## src/hw/rtl/mbrp_pkg.sv

```systemverilog
// Shared types and constants for the MBR partition table parser.
package mbrp_pkg;

    localparam int NUM_ENTRIES = 4;

    localparam logic [8:0] TABLE_BASE = 9'd446;
    localparam logic [8:0] SIG_POS    = 9'd510;
    localparam logic [8:0] LAST_POS   = 9'd511;

    localparam logic [3:0] OFF_STATUS    = 4'd0;
    localparam logic [3:0] OFF_TYPE      = 4'd4;
    localparam logic [3:0] OFF_LBA_FIRST = 4'd8;
    localparam logic [3:0] OFF_LEN_FIRST = 4'd12;

    localparam logic [7:0] ACTIVE_MARK = 8'h80;
    localparam logic [7:0] SIG_BYTE0   = 8'h55;
    localparam logic [7:0] SIG_BYTE1   = 8'hAA;

    localparam logic STATUS_OK      = 1'b0;
    localparam logic STATUS_BAD_SIG = 1'b1;

    localparam logic [1:0] LAST_ENTRY = 2'd3;

    typedef struct packed {
        logic        active;
        logic [7:0]  part_type;
        logic [31:0] first_lba;
        logic [31:0] lba_count;
    } mbrp_entry_t;

    // Snapshot of one sector's table, handed from the front to the back.
    typedef struct packed {
        mbrp_entry_t [NUM_ENTRIES-1:0] entries;
        logic                          sig_ok;
        logic                          active_found;
        logic [1:0]                    active_index;
    } mbrp_sector_t;

    // Handshake between the queue and the back end.
    typedef struct packed {
        logic         avail;
        mbrp_sector_t head;
    } mbrp_qout_t;

endpackage

```

## src/hw/rtl/mbrp_if.sv

```systemverilog
// Channel interfaces for sector bytes and parsed partition results.
interface mbrp_byte_if;
    logic       valid;
    logic       ready;
    logic [7:0] sector_byte;

    modport source (output valid, output sector_byte, input ready);
    modport sink   (input valid, input sector_byte, output ready);
endinterface

interface mbrp_result_if;
    logic        valid;
    logic        ready;
    logic        status;
    logic [1:0]  entry_index;
    logic        bootable;
    logic [7:0]  part_type;
    logic [31:0] first_lba;
    logic [31:0] lba_count;
    logic        active_found;
    logic [1:0]  active_index;
    logic        last;

    modport source (
        output valid, output status, output entry_index, output bootable,
        output part_type, output first_lba, output lba_count,
        output active_found, output active_index, output last,
        input ready
    );
    modport sink (
        input valid, input status, input entry_index, input bootable,
        input part_type, input first_lba, input lba_count,
        input active_found, input active_index, input last,
        output ready
    );
endinterface

```

## src/hw/rtl/mbrp_front.sv

```systemverilog
// Front end: byte position tracking, table capture and sector snapshot.
module mbrp_front (
    input  logic                  clk,
    input  logic                  rst_n,
    input  logic                  byte_valid,
    input  logic [7:0]            byte_data,
    output logic                  byte_ready,
    input  logic                  queue_full,
    output logic                  push,
    output mbrp_pkg::mbrp_sector_t push_data
);
    import mbrp_pkg::*;

    logic [8:0]  pos_reg;
    logic [8:0]  pos_next;
    mbrp_entry_t entries_reg [NUM_ENTRIES];
    logic        sig0_ok_reg;
    logic        sig0_ok_next;

    logic        take;
    logic        in_table;
    logic [8:0]  rel;
    logic [1:0]  ent;
    logic [3:0]  off;
    logic        found;
    logic [1:0]  aidx;

    // Only the closing byte needs room in the queue.
    assign byte_ready = (pos_reg != LAST_POS) || !queue_full;
    assign take       = byte_valid && byte_ready;
    assign in_table   = (pos_reg >= TABLE_BASE) && (pos_reg < SIG_POS);
    assign rel        = pos_reg - TABLE_BASE;
    assign ent        = rel[5:4];
    assign off        = rel[3:0];

    always_comb
    begin
        found = 1'b0;
        aidx  = 2'd0;
        for (int i = NUM_ENTRIES - 1; i >= 0; i--)
        begin
            if (entries_reg[i].active && (entries_reg[i].part_type != 8'd0))
            begin
                found = 1'b1;
                aidx  = 2'(i);
            end
        end
    end

    always_comb
    begin
        pos_next     = pos_reg;
        sig0_ok_next = sig0_ok_reg;
        if (take)
        begin
            pos_next = pos_reg + 9'd1;
            if (pos_reg == SIG_POS)
            begin
                sig0_ok_next = (byte_data == SIG_BYTE0);
            end
        end
    end

    always_ff @(posedge clk or negedge rst_n)
    begin
        if (!rst_n)
        begin
            pos_reg     <= 9'd0;
            sig0_ok_reg <= 1'b0;
        end
        else
        begin
            pos_reg     <= pos_next;
            sig0_ok_reg <= sig0_ok_next;
        end
    end

    // Captured fields start at zero so a first sector matches a cleared table.
    always_ff @(posedge clk or negedge rst_n)
    begin
        if (!rst_n)
        begin
            for (int i = 0; i < NUM_ENTRIES; i++)
            begin
                entries_reg[i] <= '0;
            end
        end
        else if (take && in_table)
        begin
            if (off == OFF_STATUS)
            begin
                entries_reg[ent].active <= (byte_data == ACTIVE_MARK);
            end
            else if (off == OFF_TYPE)
            begin
                entries_reg[ent].part_type <= byte_data;
            end
            else if ((off >= OFF_LBA_FIRST) && (off < OFF_LEN_FIRST))
            begin
                entries_reg[ent].first_lba[off[1:0]*8 +: 8] <= byte_data;
            end
            else if (off >= OFF_LEN_FIRST)
            begin
                entries_reg[ent].lba_count[off[1:0]*8 +: 8] <= byte_data;
            end
        end
    end

    assign push = take && (pos_reg == LAST_POS);

    always_comb
    begin
        for (int i = 0; i < NUM_ENTRIES; i++)
        begin
            push_data.entries[i] = entries_reg[i];
        end
        push_data.sig_ok       = sig0_ok_reg && (byte_data == SIG_BYTE1);
        push_data.active_found = found;
        push_data.active_index = aidx;
    end

endmodule

```

## src/hw/rtl/mbrp_queue.sv

```systemverilog
// Short queue of sector snapshots between the front and back ends.
module mbrp_queue #(
    parameter int DEPTH = 2
) (
    input  logic                   clk,
    input  logic                   rst_n,
    input  logic                   push,
    input  mbrp_pkg::mbrp_sector_t push_data,
    output logic                   full,
    input  logic                   pop,
    output mbrp_pkg::mbrp_qout_t   qout
);
    import mbrp_pkg::*;

    localparam int PTR_W = (DEPTH > 1) ? $clog2(DEPTH) : 1;
    localparam int CNT_W = $clog2(DEPTH + 1);
    localparam logic [PTR_W-1:0] PTR_MAX = PTR_W'(DEPTH - 1);
    localparam logic [CNT_W-1:0] CNT_MAX = CNT_W'(DEPTH);

    mbrp_sector_t     slots_reg [DEPTH];
    logic [PTR_W-1:0] wr_ptr_reg;
    logic [PTR_W-1:0] wr_ptr_next;
    logic [PTR_W-1:0] rd_ptr_reg;
    logic [PTR_W-1:0] rd_ptr_next;
    logic [CNT_W-1:0] count_reg;
    logic [CNT_W-1:0] count_next;
    logic             do_push;
    logic             do_pop;

    assign full       = (count_reg == CNT_MAX);
    assign qout.avail = (count_reg != '0);
    assign qout.head  = slots_reg[rd_ptr_reg];
    assign do_push    = push && !full;
    assign do_pop     = pop && qout.avail;

    always_comb
    begin
        wr_ptr_next = wr_ptr_reg;
        rd_ptr_next = rd_ptr_reg;
        count_next  = count_reg;
        if (do_push)
        begin
            wr_ptr_next = (wr_ptr_reg == PTR_MAX) ? '0 : wr_ptr_reg + 1'b1;
        end
        if (do_pop)
        begin
            rd_ptr_next = (rd_ptr_reg == PTR_MAX) ? '0 : rd_ptr_reg + 1'b1;
        end
        if (do_push && !do_pop)
        begin
            count_next = count_reg + 1'b1;
        end
        else if (do_pop && !do_push)
        begin
            count_next = count_reg - 1'b1;
        end
    end

    always_ff @(posedge clk or negedge rst_n)
    begin
        if (!rst_n)
        begin
            wr_ptr_reg <= '0;
            rd_ptr_reg <= '0;
            count_reg  <= '0;
        end
        else
        begin
            wr_ptr_reg <= wr_ptr_next;
            rd_ptr_reg <= rd_ptr_next;
            count_reg  <= count_next;
        end
    end

    always_ff @(posedge clk)
    begin
        if (do_push)
        begin
            slots_reg[wr_ptr_reg] <= push_data;
        end
    end

endmodule

```

## src/hw/rtl/mbrp_back.sv

```systemverilog
// Back end: expands each sector snapshot into result transactions.
module mbrp_back (
    input  logic                 clk,
    input  logic                 rst_n,
    input  mbrp_pkg::mbrp_qout_t qout,
    output logic                 pop,
    mbrp_result_if.source        result
);
    import mbrp_pkg::*;

    logic        valid_reg;
    logic        valid_next;
    logic [1:0]  idx_reg;
    logic [1:0]  idx_next;
    logic        status_reg;
    logic [1:0]  entry_index_reg;
    logic        bootable_reg;
    logic [7:0]  part_type_reg;
    logic [31:0] first_lba_reg;
    logic [31:0] lba_count_reg;
    logic        active_found_reg;
    logic [1:0]  active_index_reg;
    logic        last_reg;

    logic        load;
    logic        load_last;
    mbrp_entry_t cur;

    assign load      = qout.avail && (!valid_reg || result.ready);
    assign load_last = !qout.head.sig_ok || (idx_reg == LAST_ENTRY);
    assign cur       = qout.head.entries[idx_reg];
    assign pop       = load && load_last;

    always_comb
    begin
        valid_next = valid_reg;
        idx_next   = idx_reg;
        if (load)
        begin
            valid_next = 1'b1;
            idx_next   = load_last ? 2'd0 : idx_reg + 2'd1;
        end
        else if (result.ready)
        begin
            valid_next = 1'b0;
        end
    end

    always_ff @(posedge clk or negedge rst_n)
    begin
        if (!rst_n)
        begin
            valid_reg <= 1'b0;
            idx_reg   <= 2'd0;
        end
        else
        begin
            valid_reg <= valid_next;
            idx_reg   <= idx_next;
        end
    end

    always_ff @(posedge clk)
    begin
        if (load)
        begin
            active_found_reg <= qout.head.active_found;
            active_index_reg <= qout.head.active_index;
            last_reg         <= load_last;
            if (qout.head.sig_ok)
            begin
                status_reg      <= STATUS_OK;
                entry_index_reg <= idx_reg;
                bootable_reg    <= cur.active;
                part_type_reg   <= cur.part_type;
                first_lba_reg   <= cur.first_lba;
                lba_count_reg   <= cur.lba_count;
            end
            else
            begin
                status_reg      <= STATUS_BAD_SIG;
                entry_index_reg <= 2'd0;
                bootable_reg    <= 1'b0;
                part_type_reg   <= 8'd0;
                first_lba_reg   <= 32'd0;
                lba_count_reg   <= 32'd0;
            end
        end
    end

    assign result.valid        = valid_reg;
    assign result.status       = status_reg;
    assign result.entry_index  = entry_index_reg;
    assign result.bootable     = bootable_reg;
    assign result.part_type    = part_type_reg;
    assign result.first_lba    = first_lba_reg;
    assign result.lba_count    = lba_count_reg;
    assign result.active_found = active_found_reg;
    assign result.active_index = active_index_reg;
    assign result.last         = last_reg;

endmodule

```

## src/hw/rtl/mbr_partition_table_parser_top.sv

```systemverilog
// Top level of the MBR partition table parser.
//
// The sector channel takes one 512-byte boot sector as a stream of byte
// transactions, offset 0 first; the position is counted inside the block and
// wraps to zero after offset 511, so sectors simply follow one another.
// The result channel carries, for each sector, four entry transactions
// (entry 0 to 3, last set on entry 3) when the signature 0x55 0xAA is
// present, or a single transaction with the bad-signature status and zeroed
// entry fields otherwise. Every transaction also reports the lowest entry
// that is marked active and has a nonzero type.
//
// Throughput is one byte per cycle, but for a closing byte held by a full
// queue. A sector's results follow one per cycle while the receiver is
// ready; at most four results per 512 bytes leave the output side far from busy.
// A snapshot queue of QUEUE_DEPTH sectors sits between the capture logic and
// the result generator. If the receiver stalls, the output register holds
// its transaction and bytes keep flowing; only the closing byte of a sector
// waits, and only when the queue is full.
// Reset empties the queue, clears the output and returns the position to
// offset zero with a cleared table.
module mbr_partition_table_parser_top #(
    parameter int QUEUE_DEPTH = 2
) (
    input  logic          clk,
    input  logic          rst_n,
    mbrp_byte_if.sink     sector,
    mbrp_result_if.source result
);
    import mbrp_pkg::*;

    logic         queue_full;
    logic         push;
    mbrp_sector_t push_data;
    logic         pop;
    mbrp_qout_t   qout;

    mbrp_front u_front (
        .clk        (clk),
        .rst_n      (rst_n),
        .byte_valid (sector.valid),
        .byte_data  (sector.sector_byte),
        .byte_ready (sector.ready),
        .queue_full (queue_full),
        .push       (push),
        .push_data  (push_data)
    );

    mbrp_queue #(
        .DEPTH (QUEUE_DEPTH)
    ) u_queue (
        .clk       (clk),
        .rst_n     (rst_n),
        .push      (push),
        .push_data (push_data),
        .full      (queue_full),
        .pop       (pop),
        .qout      (qout)
    );

    mbrp_back u_back (
        .clk    (clk),
        .rst_n  (rst_n),
        .qout   (qout),
        .pop    (pop),
        .result (result)
    );

endmodule

```

## src/flat_wrapper.sv

```systemverilog
// flat-port wrapper written by rule: the top's interface ports become plain ports
module mbr_partition_table_parser_top_flat import mbrp_pkg::*;
#(
    parameter int QUEUE_DEPTH = 2
)
  (clk, rst_n, sector_valid, sector_sector_byte, sector_ready, result_valid, result_status, result_entry_index, result_bootable, result_part_type, result_first_lba, result_lba_count, result_active_found, result_active_index, result_last, result_ready);
  mbrp_byte_if sector_i ();
  mbrp_result_if result_i ();
  input  logic clk;
  input  logic rst_n;
  input wire logic [$bits(sector_i.valid)-1:0] sector_valid;
  input wire logic [$bits(sector_i.sector_byte)-1:0] sector_sector_byte;
  output wire logic [$bits(sector_i.ready)-1:0] sector_ready;
  output wire logic [$bits(result_i.valid)-1:0] result_valid;
  output wire logic [$bits(result_i.status)-1:0] result_status;
  output wire logic [$bits(result_i.entry_index)-1:0] result_entry_index;
  output wire logic [$bits(result_i.bootable)-1:0] result_bootable;
  output wire logic [$bits(result_i.part_type)-1:0] result_part_type;
  output wire logic [$bits(result_i.first_lba)-1:0] result_first_lba;
  output wire logic [$bits(result_i.lba_count)-1:0] result_lba_count;
  output wire logic [$bits(result_i.active_found)-1:0] result_active_found;
  output wire logic [$bits(result_i.active_index)-1:0] result_active_index;
  output wire logic [$bits(result_i.last)-1:0] result_last;
  input wire logic [$bits(result_i.ready)-1:0] result_ready;
  assign sector_i.valid = sector_valid;
  assign sector_i.sector_byte = sector_sector_byte;
  assign sector_ready = sector_i.ready;
  assign result_valid = result_i.valid;
  assign result_status = result_i.status;
  assign result_entry_index = result_i.entry_index;
  assign result_bootable = result_i.bootable;
  assign result_part_type = result_i.part_type;
  assign result_first_lba = result_i.first_lba;
  assign result_lba_count = result_i.lba_count;
  assign result_active_found = result_i.active_found;
  assign result_active_index = result_i.active_index;
  assign result_last = result_i.last;
  assign result_i.ready = result_ready;
  mbr_partition_table_parser_top #(.QUEUE_DEPTH(QUEUE_DEPTH)) u_core (.clk(clk), .rst_n(rst_n), .sector(sector_i), .result(result_i));
endmodule
```

## config.mk

```make
export PLATFORM = sky130hd
export DESIGN_NAME = mbr_partition_table_parser_top_flat
export DESIGN_NICKNAME = d
export VERILOG_FILES = /design/src/hw/rtl/mbrp_pkg.sv /design/src/hw/rtl/mbrp_if.sv /design/src/hw/rtl/mbrp_front.sv /design/src/hw/rtl/mbrp_queue.sv /design/src/hw/rtl/mbrp_back.sv /design/src/hw/rtl/mbr_partition_table_parser_top.sv /design/src/flat_wrapper.sv
export SDC_FILE = /design/constraint.sdc
export NUM_CORES = 1
export LEC_CHECK = 0
export ABC_AREA = 0
export BUFFER_PORTS_ARGS = -buffer_cell sky130_fd_sc_hd__buf_4
export CAP_MARGIN = 5
export CORE_MARGIN = 2
export CORE_UTILIZATION = 55
export CTS_BUF_LIST = sky130_fd_sc_hd__clkbuf_4
export DETAILED_ROUTE_END_ITERATION = 7
export HOLD_SLACK_MARGIN = 0.05
export PLACE_DENSITY = 0.82
export SYNTH_ARGS = -nofsm -noshare
export SYNTH_HDL_FRONTEND = slang
export SYNTH_SLANG_ARGS = --single-unit
export TNS_END_PERCENT = 50
```

## constraint.sdc

```tcl
create_clock -name clk -period 20.9 [get_ports clk]
set_clock_uncertainty 0.05 [all_clocks]
set_input_delay 1.045 -clock clk [delete_from_list [all_inputs] [get_ports clk]]
set_output_delay 1.045 -clock clk [all_outputs]
set_load 0.005 [all_outputs]
```

==> out/qor.txt, run 1 <==
Sink Count -> 981
Worst Reg-to-Reg Cells -> 9
Via density -> 5.745
cell area after synthesis -> 37400 um^2
Max Fclk -> 0.2291 GHz
Final Non-Filler Cells -> 3198
final setup vio count -> 0
Starting Density -> 0.5559
max reg flops -> 592
critical path's top delay family -> buffers and inverters
area leader, netlist -> edfxtp_1
Most common cell on crit path -> buf_4
io pins -> 94
Multi-input gate area -> 9061 um^2
sequential area share after synthesis -> 0.7463
syn nets -> 1910
DIE HEIGHT -> 264.8 um
via count of the first global-routing pass -> 19930
ratio of cells with drive above 1 in the final layout -> 0.4110
Worst Setup SP -> u_core.u_front.pos_reg[5]
r2r endpoint -> u_core.u_queue.slots_reg[0][171]
DP Wirelength -> 42090 um
Die ar. -> 70100 um^2
crit path to -> u_core.u_queue.slots_reg[0][171]
status -> complete, no violations
Setup TNS Final -> 0 ns
grt total ovfl -> 0
RSZ-0062 raised after global routing -> no
R2R setup slack -> 16.54 ns
cell count after placement -> 2769
port buffer count -> 93
VDD IR-drop max -> 0.04409 mV
Max Slew Vio Count -> 0
Clock Path Buffers -> 3
most common cell in the synthesized netlist -> edfxtp_1
Critical Path AT -> 4.93 ns
clk root buf -> clkbuf_4
Worst setup EP type -> flip-flop
Crit path largest cell delay -> 1.01 ns
antenna violations before repair -> 3
Commonest cells post-synth -> 672 x edfxtp_1, 309 x dfrtp_1, 296 x mux2_2
Setup Buffers After CTS -> 0
flip-flop and latch area -> 27920 um^2
Hold Crit Depth -> 3
final worst-path cycle share -> 0.2088
largest net degree at the start of global routing -> 177
post-cts sizing count -> 0
GRT Util Overall -> 0.2158
CTS clk-pin slew, worst paths -> 0.07 ns
leakage -> 0.01576 uW
CP bufs+invs -> 2
Hold Path Class -> in2reg
worst path required time -> 21.47 ns
Area growth, synth to finish -> 12.37%
Core Area -> 67280 um^2
final routed DRC violation total -> 0
DRT antenna net count -> 0
row cnt -> 95
Setup CP Type -> reg2reg
crit path max fanout -> 82
number of enable flip-flop cells after synthesis -> 672
FF-to-FF Start -> u_core.u_front.pos_reg[5]
fraction of registers with async set/reset -> 0.3150
area fraction of the dominant cell type after synthesis -> 0.5396
Cell Pwr Density -> 90.07 nW/um^2
final count of hold timing violations -> 0
total power -> 3785 uW
H-tree Lvls -> 4
1st-iter DRT viols -> 1584
Area contributors post-synth -> edfxtp_1 54%, dfrtp_1 21%, mux2_2 8.9%
Slowest-stage cell, CP -> buf_4
worst-margin pin slew -> 1.211 ns
Min Clock Period, post-route -> 4.365 ns
Synth Instances -> 1890
Unique masters post-synth -> 52
worst path cell trace -> and2_1 > nand4_1 > nor2_1 > ha_1 > nand2_1 > a21oi_1 > nor2b_4 > buf_4 > buf_4
CTS tree -> yes
clk_lat worst skew -> 1.06 ns
slew margin rel. -> 0.1908
synthesized flop and latch total -> 981
routed wire length -> 73410 um
Die Wd -> 264.8 um
GPL Wtd Cong -> 0.8404
WP depth -> 9
drt wl/cell -> 22.95 um
CTS Buf Count -> 221
number of iterations in the first detailed-routing pass -> 5
Synth warnings -> 0
post-synthesis area per instance -> 19.79 um^2
FILL cells -> 4520
vias -> 18370
layout net count -> 2140
crit path launch type -> flip-flop
first-pass GRT wire length -> 114000 um
maxcap violations -> 0
ys flop type -> edfxtp_1
==> stage by stage <==
stage	setup WS, ns	utilization	cell area (um^2)	hold WS [ns]
after global routing	16.24	0.6246	42020	0.1952
after CTS	16.60	0.6244	42010	0.1541
after detailed placement	16.63	0.5790	38950	0.3979
after floorplan	5.497	-	37400	0.3866
after global placement	16.81	0.5790	38950	0.3905
final	16.54	0.6246	42020	0.2886
==> cells by family (layout without fill, tap and decap cells) <==
| family | Yosys count | after routing | synth area share |
|---|---|---|---|
| other | 0 | 6 | 0 |
| DFF | 981 | 981 | 0.7463 |
| xor gates and xnor gates | 14 | 14 | 0.003479 |
| AOI/OAI and AO/OA | 26 | 26 | 0.005721 |
| adders and majority gates | 8 | 8 | 0.002676 |
| and+or+nand+nor | 233 | 233 | 0.03269 |
| buffers and inverters | 111 | 540 | 0.01201 |
| muxes | 517 | 517 | 0.1971 |
==> routing by layer <==
| metal | vias up | track usage | share of wire | wire length [um] |
|---|---|---|---|---|
| met5 | - | 0 | 0.00014 | 10 |
| met4 | 2 | 0.07833 | 0.022 | 1630 |
| met3 | 123 | 0.05369 | 0.062 | 4515 |
| met2 | 694 | 0.3597 | 0.51 | 37790 |
| met1 | 9553 | 0.2785 | 0.40 | 29460 |
| li1 | 8001 | - | - | - |
==> how the worst min path moves through the flow <==
stage	startpoint	to	slack, ns
after CTS	result_ready	u_core.u_back.result.valid	0.15
final	result_ready	u_core.u_back.result.valid	0.29
after global placement	u_core.u_front.push_data[131]	u_core.u_queue.slots_reg[1][131]	0.39
after detailed placement	u_core.u_front.push_data[132]	u_core.u_queue.slots_reg[1][132]	0.40
after floorplan	u_core.u_front.push_data[100]	u_core.u_queue.slots_reg[0][100]	0.39
after global routing	result_ready	u_core.u_back.result.valid	0.20
==> timing repair <==
action                     CTS  global route
setup endpoints to repair    0             0
hold endpoints to repair    86             0
hold buffers                 1             0
==> final cells by class <==
cell class                      instances  area share
Antenna cell                            6   0.0003573
Clock buffer                          351     0.06270
Sequential cell                       981      0.6645
Timing Repair Buffer                  112     0.02054
Tap cell                              873     0.02599
Inverter                                6   0.0005955
Clock inverter                         71    0.009736
Multi-Input combinational cell        798      0.2156
==> layout by cell type (no fill, tap or decap), types with 34 or more instances in the layout <==
| cell type | netlist | routed |
|---|---|---|
| dfrtp_1 | 309 | 306 |
| mux4_2 | 146 | 146 |
| mux2_2 | 296 | 296 |
| clkbuf_4 | 0 | 351 |
| edfxtp_1 | 672 | 672 |
| and2_1 | 35 | 34 |
| buf_4 | 1 | 109 |
| clkinv_1 | 0 | 54 |
| mux2i_1 | 75 | 74 |
| nor2_1 | 79 | 79 |
==> report_power, final <==
group          internal [uW]  switching [uW]  leakage (uW)
logic                   43.1             131       0.00358
clock network            814             717       0.00179
registers               2060            17.9        0.0104
==> tightest hold or removal path, cell delays in order <==
cell      delay, ns
buf_4          0.07
nand2b_1       0.18
nand2_1        0.07
Note: power is estimated with default switching activity, not from simulation.
==> run 2: changes to the inputs <==
==> constraint.sdc (replaced) <==
create_clock -name clk -period 4.3 [get_ports clk]
set_clock_uncertainty 0.05 [all_clocks]
set_input_delay 0.215 -clock clk [delete_from_list [all_inputs] [get_ports clk]]
set_output_delay 0.215 -clock clk [all_outputs]
set_load 0.005 [all_outputs]
==> out/qor.txt, run 2 (synthesis results as in run 1) <==
FILL cells -> 4413 (was 4520)
Starting Density -> 0.5559 (unchanged)
Hold Path Class -> in2reg (unchanged)
final worst-path cycle share -> 0.8307 (was 0.2088)
GRT Util Overall -> 0.2138 (was 0.2158)
vias -> 18660 (was 18370)
1st-iter DRT viols -> 1515 (was 1584)
status -> complete, no violations (unchanged)
Via density -> 5.787 (was 5.745)
max reg flops -> 592 (unchanged)
final routed DRC violation total -> 0 (unchanged)
maxcap violations -> 0 (unchanged)
Area growth, synth to finish -> 13.54% (was 12.37%)
DRT antenna net count -> 0 (unchanged)
Max Fclk -> 0.2800 GHz (was 0.2291 GHz)
crit path max fanout -> 11 (was 82)
CTS tree -> yes (unchanged)
grt total ovfl -> 0 (unchanged)
worst path required time -> 5.16 ns (was 21.47 ns)
DP Wirelength -> 42580 um (was 42090 um)
post-cts sizing count -> 0 (unchanged)
commonest non-fill, non-tap cell in the layout -> edfxtp_1 (unchanged)
CTS Buf Count -> 222 (was 221)
number of iterations in the first detailed-routing pass -> 6 (was 5)
DIE HEIGHT -> 264.8 um (unchanged)
drt wl/cell -> 22.63 um (was 22.95 um)
H-tree Lvls -> 4 (unchanged)
largest net degree at the start of global routing -> 142 (was 177)
CTS clk-pin slew, worst paths -> 0.07 ns (about the same)
io pins -> 94 (unchanged)
clk root buf -> clkbuf_4 (unchanged)
antenna violations before repair -> 2 (was 3)
Critical Path AT -> 4.43 ns (was 4.93 ns)
Setup CP Type -> reg2reg (unchanged)
clk_lat worst skew -> 1.09 ns (was 1.06 ns)
slew margin rel. -> 0.3030 (was 0.1908)
Max Slew Vio Count -> 0 (unchanged)
VDD IR-drop max -> 0.2591 mV (was 0.04409 mV)
Clock Path Buffers -> 3 (unchanged)
most frequent cells in the layout -> 672 x edfxtp_1, 353 x clkbuf_4, 305 x dfrtp_1, 296 x mux2_2, 146 x mux4_2 (was 672 x edfxtp_1, 351 x clkbuf_4, 306 x dfrtp_1, 296 x mux2_2, 146 x mux4_2)
Die Wd -> 264.8 um (unchanged)
Setup Buffers After CTS -> 0 (unchanged)
Core Area -> 67280 um^2 (unchanged)
row cnt -> 95 (unchanged)
layout net count -> 2173 (was 2140)
first-pass GRT wire length -> 112900 um (was 114000 um)
Die ar. -> 70100 um^2 (unchanged)
port buffer count -> 93 (unchanged)
Multi-input gate area -> 9070 um^2 (was 9061 um^2)
worst-margin pin slew -> 1.043 ns (was 1.211 ns)
post-layout util -> 0.6312 (was 0.6246)
final setup vio count -> 0 (unchanged)
cell count after placement -> 2779 (was 2769)
Worst setup EP type -> flip-flop (unchanged)
Min Clock Period, post-route -> 3.572 ns (was 4.365 ns)
GPL Wtd Cong -> 0.8736 (was 0.8404)
ratio of cells with drive above 1 in the final layout -> 0.4143 (was 0.4110)
Cell Pwr Density -> 435.2 nW/um^2 (was 90.07 nW/um^2)
Setup WS post-layout -> 0.7282 ns (was 16.54 ns)
leakage -> 0.01637 uW (was 0.01576 uW)
via count of the first global-routing pass -> 20000 (was 19930)
flip-flop and latch area -> 27920 um^2 (about the same)
crit path launch type -> flip-flop (unchanged)
Final Non-Filler Cells -> 3225 (was 3198)
pre-CTS WS -> 0.8081 ns (was 16.63 ns)
total power -> 18480 uW (was 3785 uW)
RSZ-0062 raised after global routing -> no (unchanged)
Sink Count -> 981 (unchanged)
routed wire length -> 72990 um (was 73410 um)
final count of hold timing violations -> 0 (unchanged)
## run 2: through the flow
step	instance area (um^2)	hold slack (ns)	TNS (ns)
2_1_floorplan	37420	-0.1306	-892.42
3_3_place_gp	39170	0.3011	0
3_5_place_dp	39170	0.3052	0
4_1_cts	42460	0.06897	0
5_1_grt	42460	0.1169	0
6_report	42460	0.1812	0
## run 2: power by group
part	switching [uW]	internal (uW)	total (uW)
registers	90.6	10000	10100
logic	651	229	880
clock network	3550	3930	7480
total	4290	14200	18500
## run 2: final cells by class
class | instances | share of cell area
sequential | 981 | 0.6576
clock inverter | 69 | 0.009370
inverter | 6 | 0.0005893
multi-input combinational | 798 | 0.2136
tap | 873 | 0.02572
timing repair buffer | 144 | 0.03064
clock buffer | 353 | 0.06241
antenna | 1 | 0.00005893
## run 2: repair_timing
item,4_1_cts,5_1_grt
hold buffers,23,0
setup endpoints to repair,0,0
endpoints found under the hold margin,752,0
## run 2: per-layer routing
metal / GRT usage / vias to the layer above / share of wire
li1: - / 8065 / -
met1: 0.2722 / 9744 / 0.39
met2: 0.3564 / 724 / 0.51
met3: 0.05620 / 128 / 0.067
met4: 0.08108 / 2 / 0.024
met5: 0 / - / 0.00018
## run 2: final timing paths
kind / start / to / slack [ns] / cells past startpoint
min reg2reg: u_core.u_front.push_data[8] / u_core.u_queue.slots_reg[0][8] / 0.37 / 0
max reg2reg: u_core.u_front.pos_reg[2] / u_core.u_front.push_data[286] / 0.73 / 6
min: sector_valid / u_core.u_front.pos_reg[8] / 0.18 / 5
max: u_core.u_front.pos_reg[2] / u_core.u_front.push_data[286] / 0.73 / 6
max in group asynchronous: rst_n / u_core.u_queue.rd_ptr_reg / 3.29 / 4
min in group asynchronous: rst_n / u_core.u_front.push_data[150] / 0.34 / 4
## run 2: worst max-delay path: stages (launching register included)
cell and delay [ns]:
dfrtp_1 0.54, ha_1 0.49, xor2_2 0.26, nand2b_1 0.27, nor3b_1 0.68, nor2b_1 0.72
mux2_2 0.41
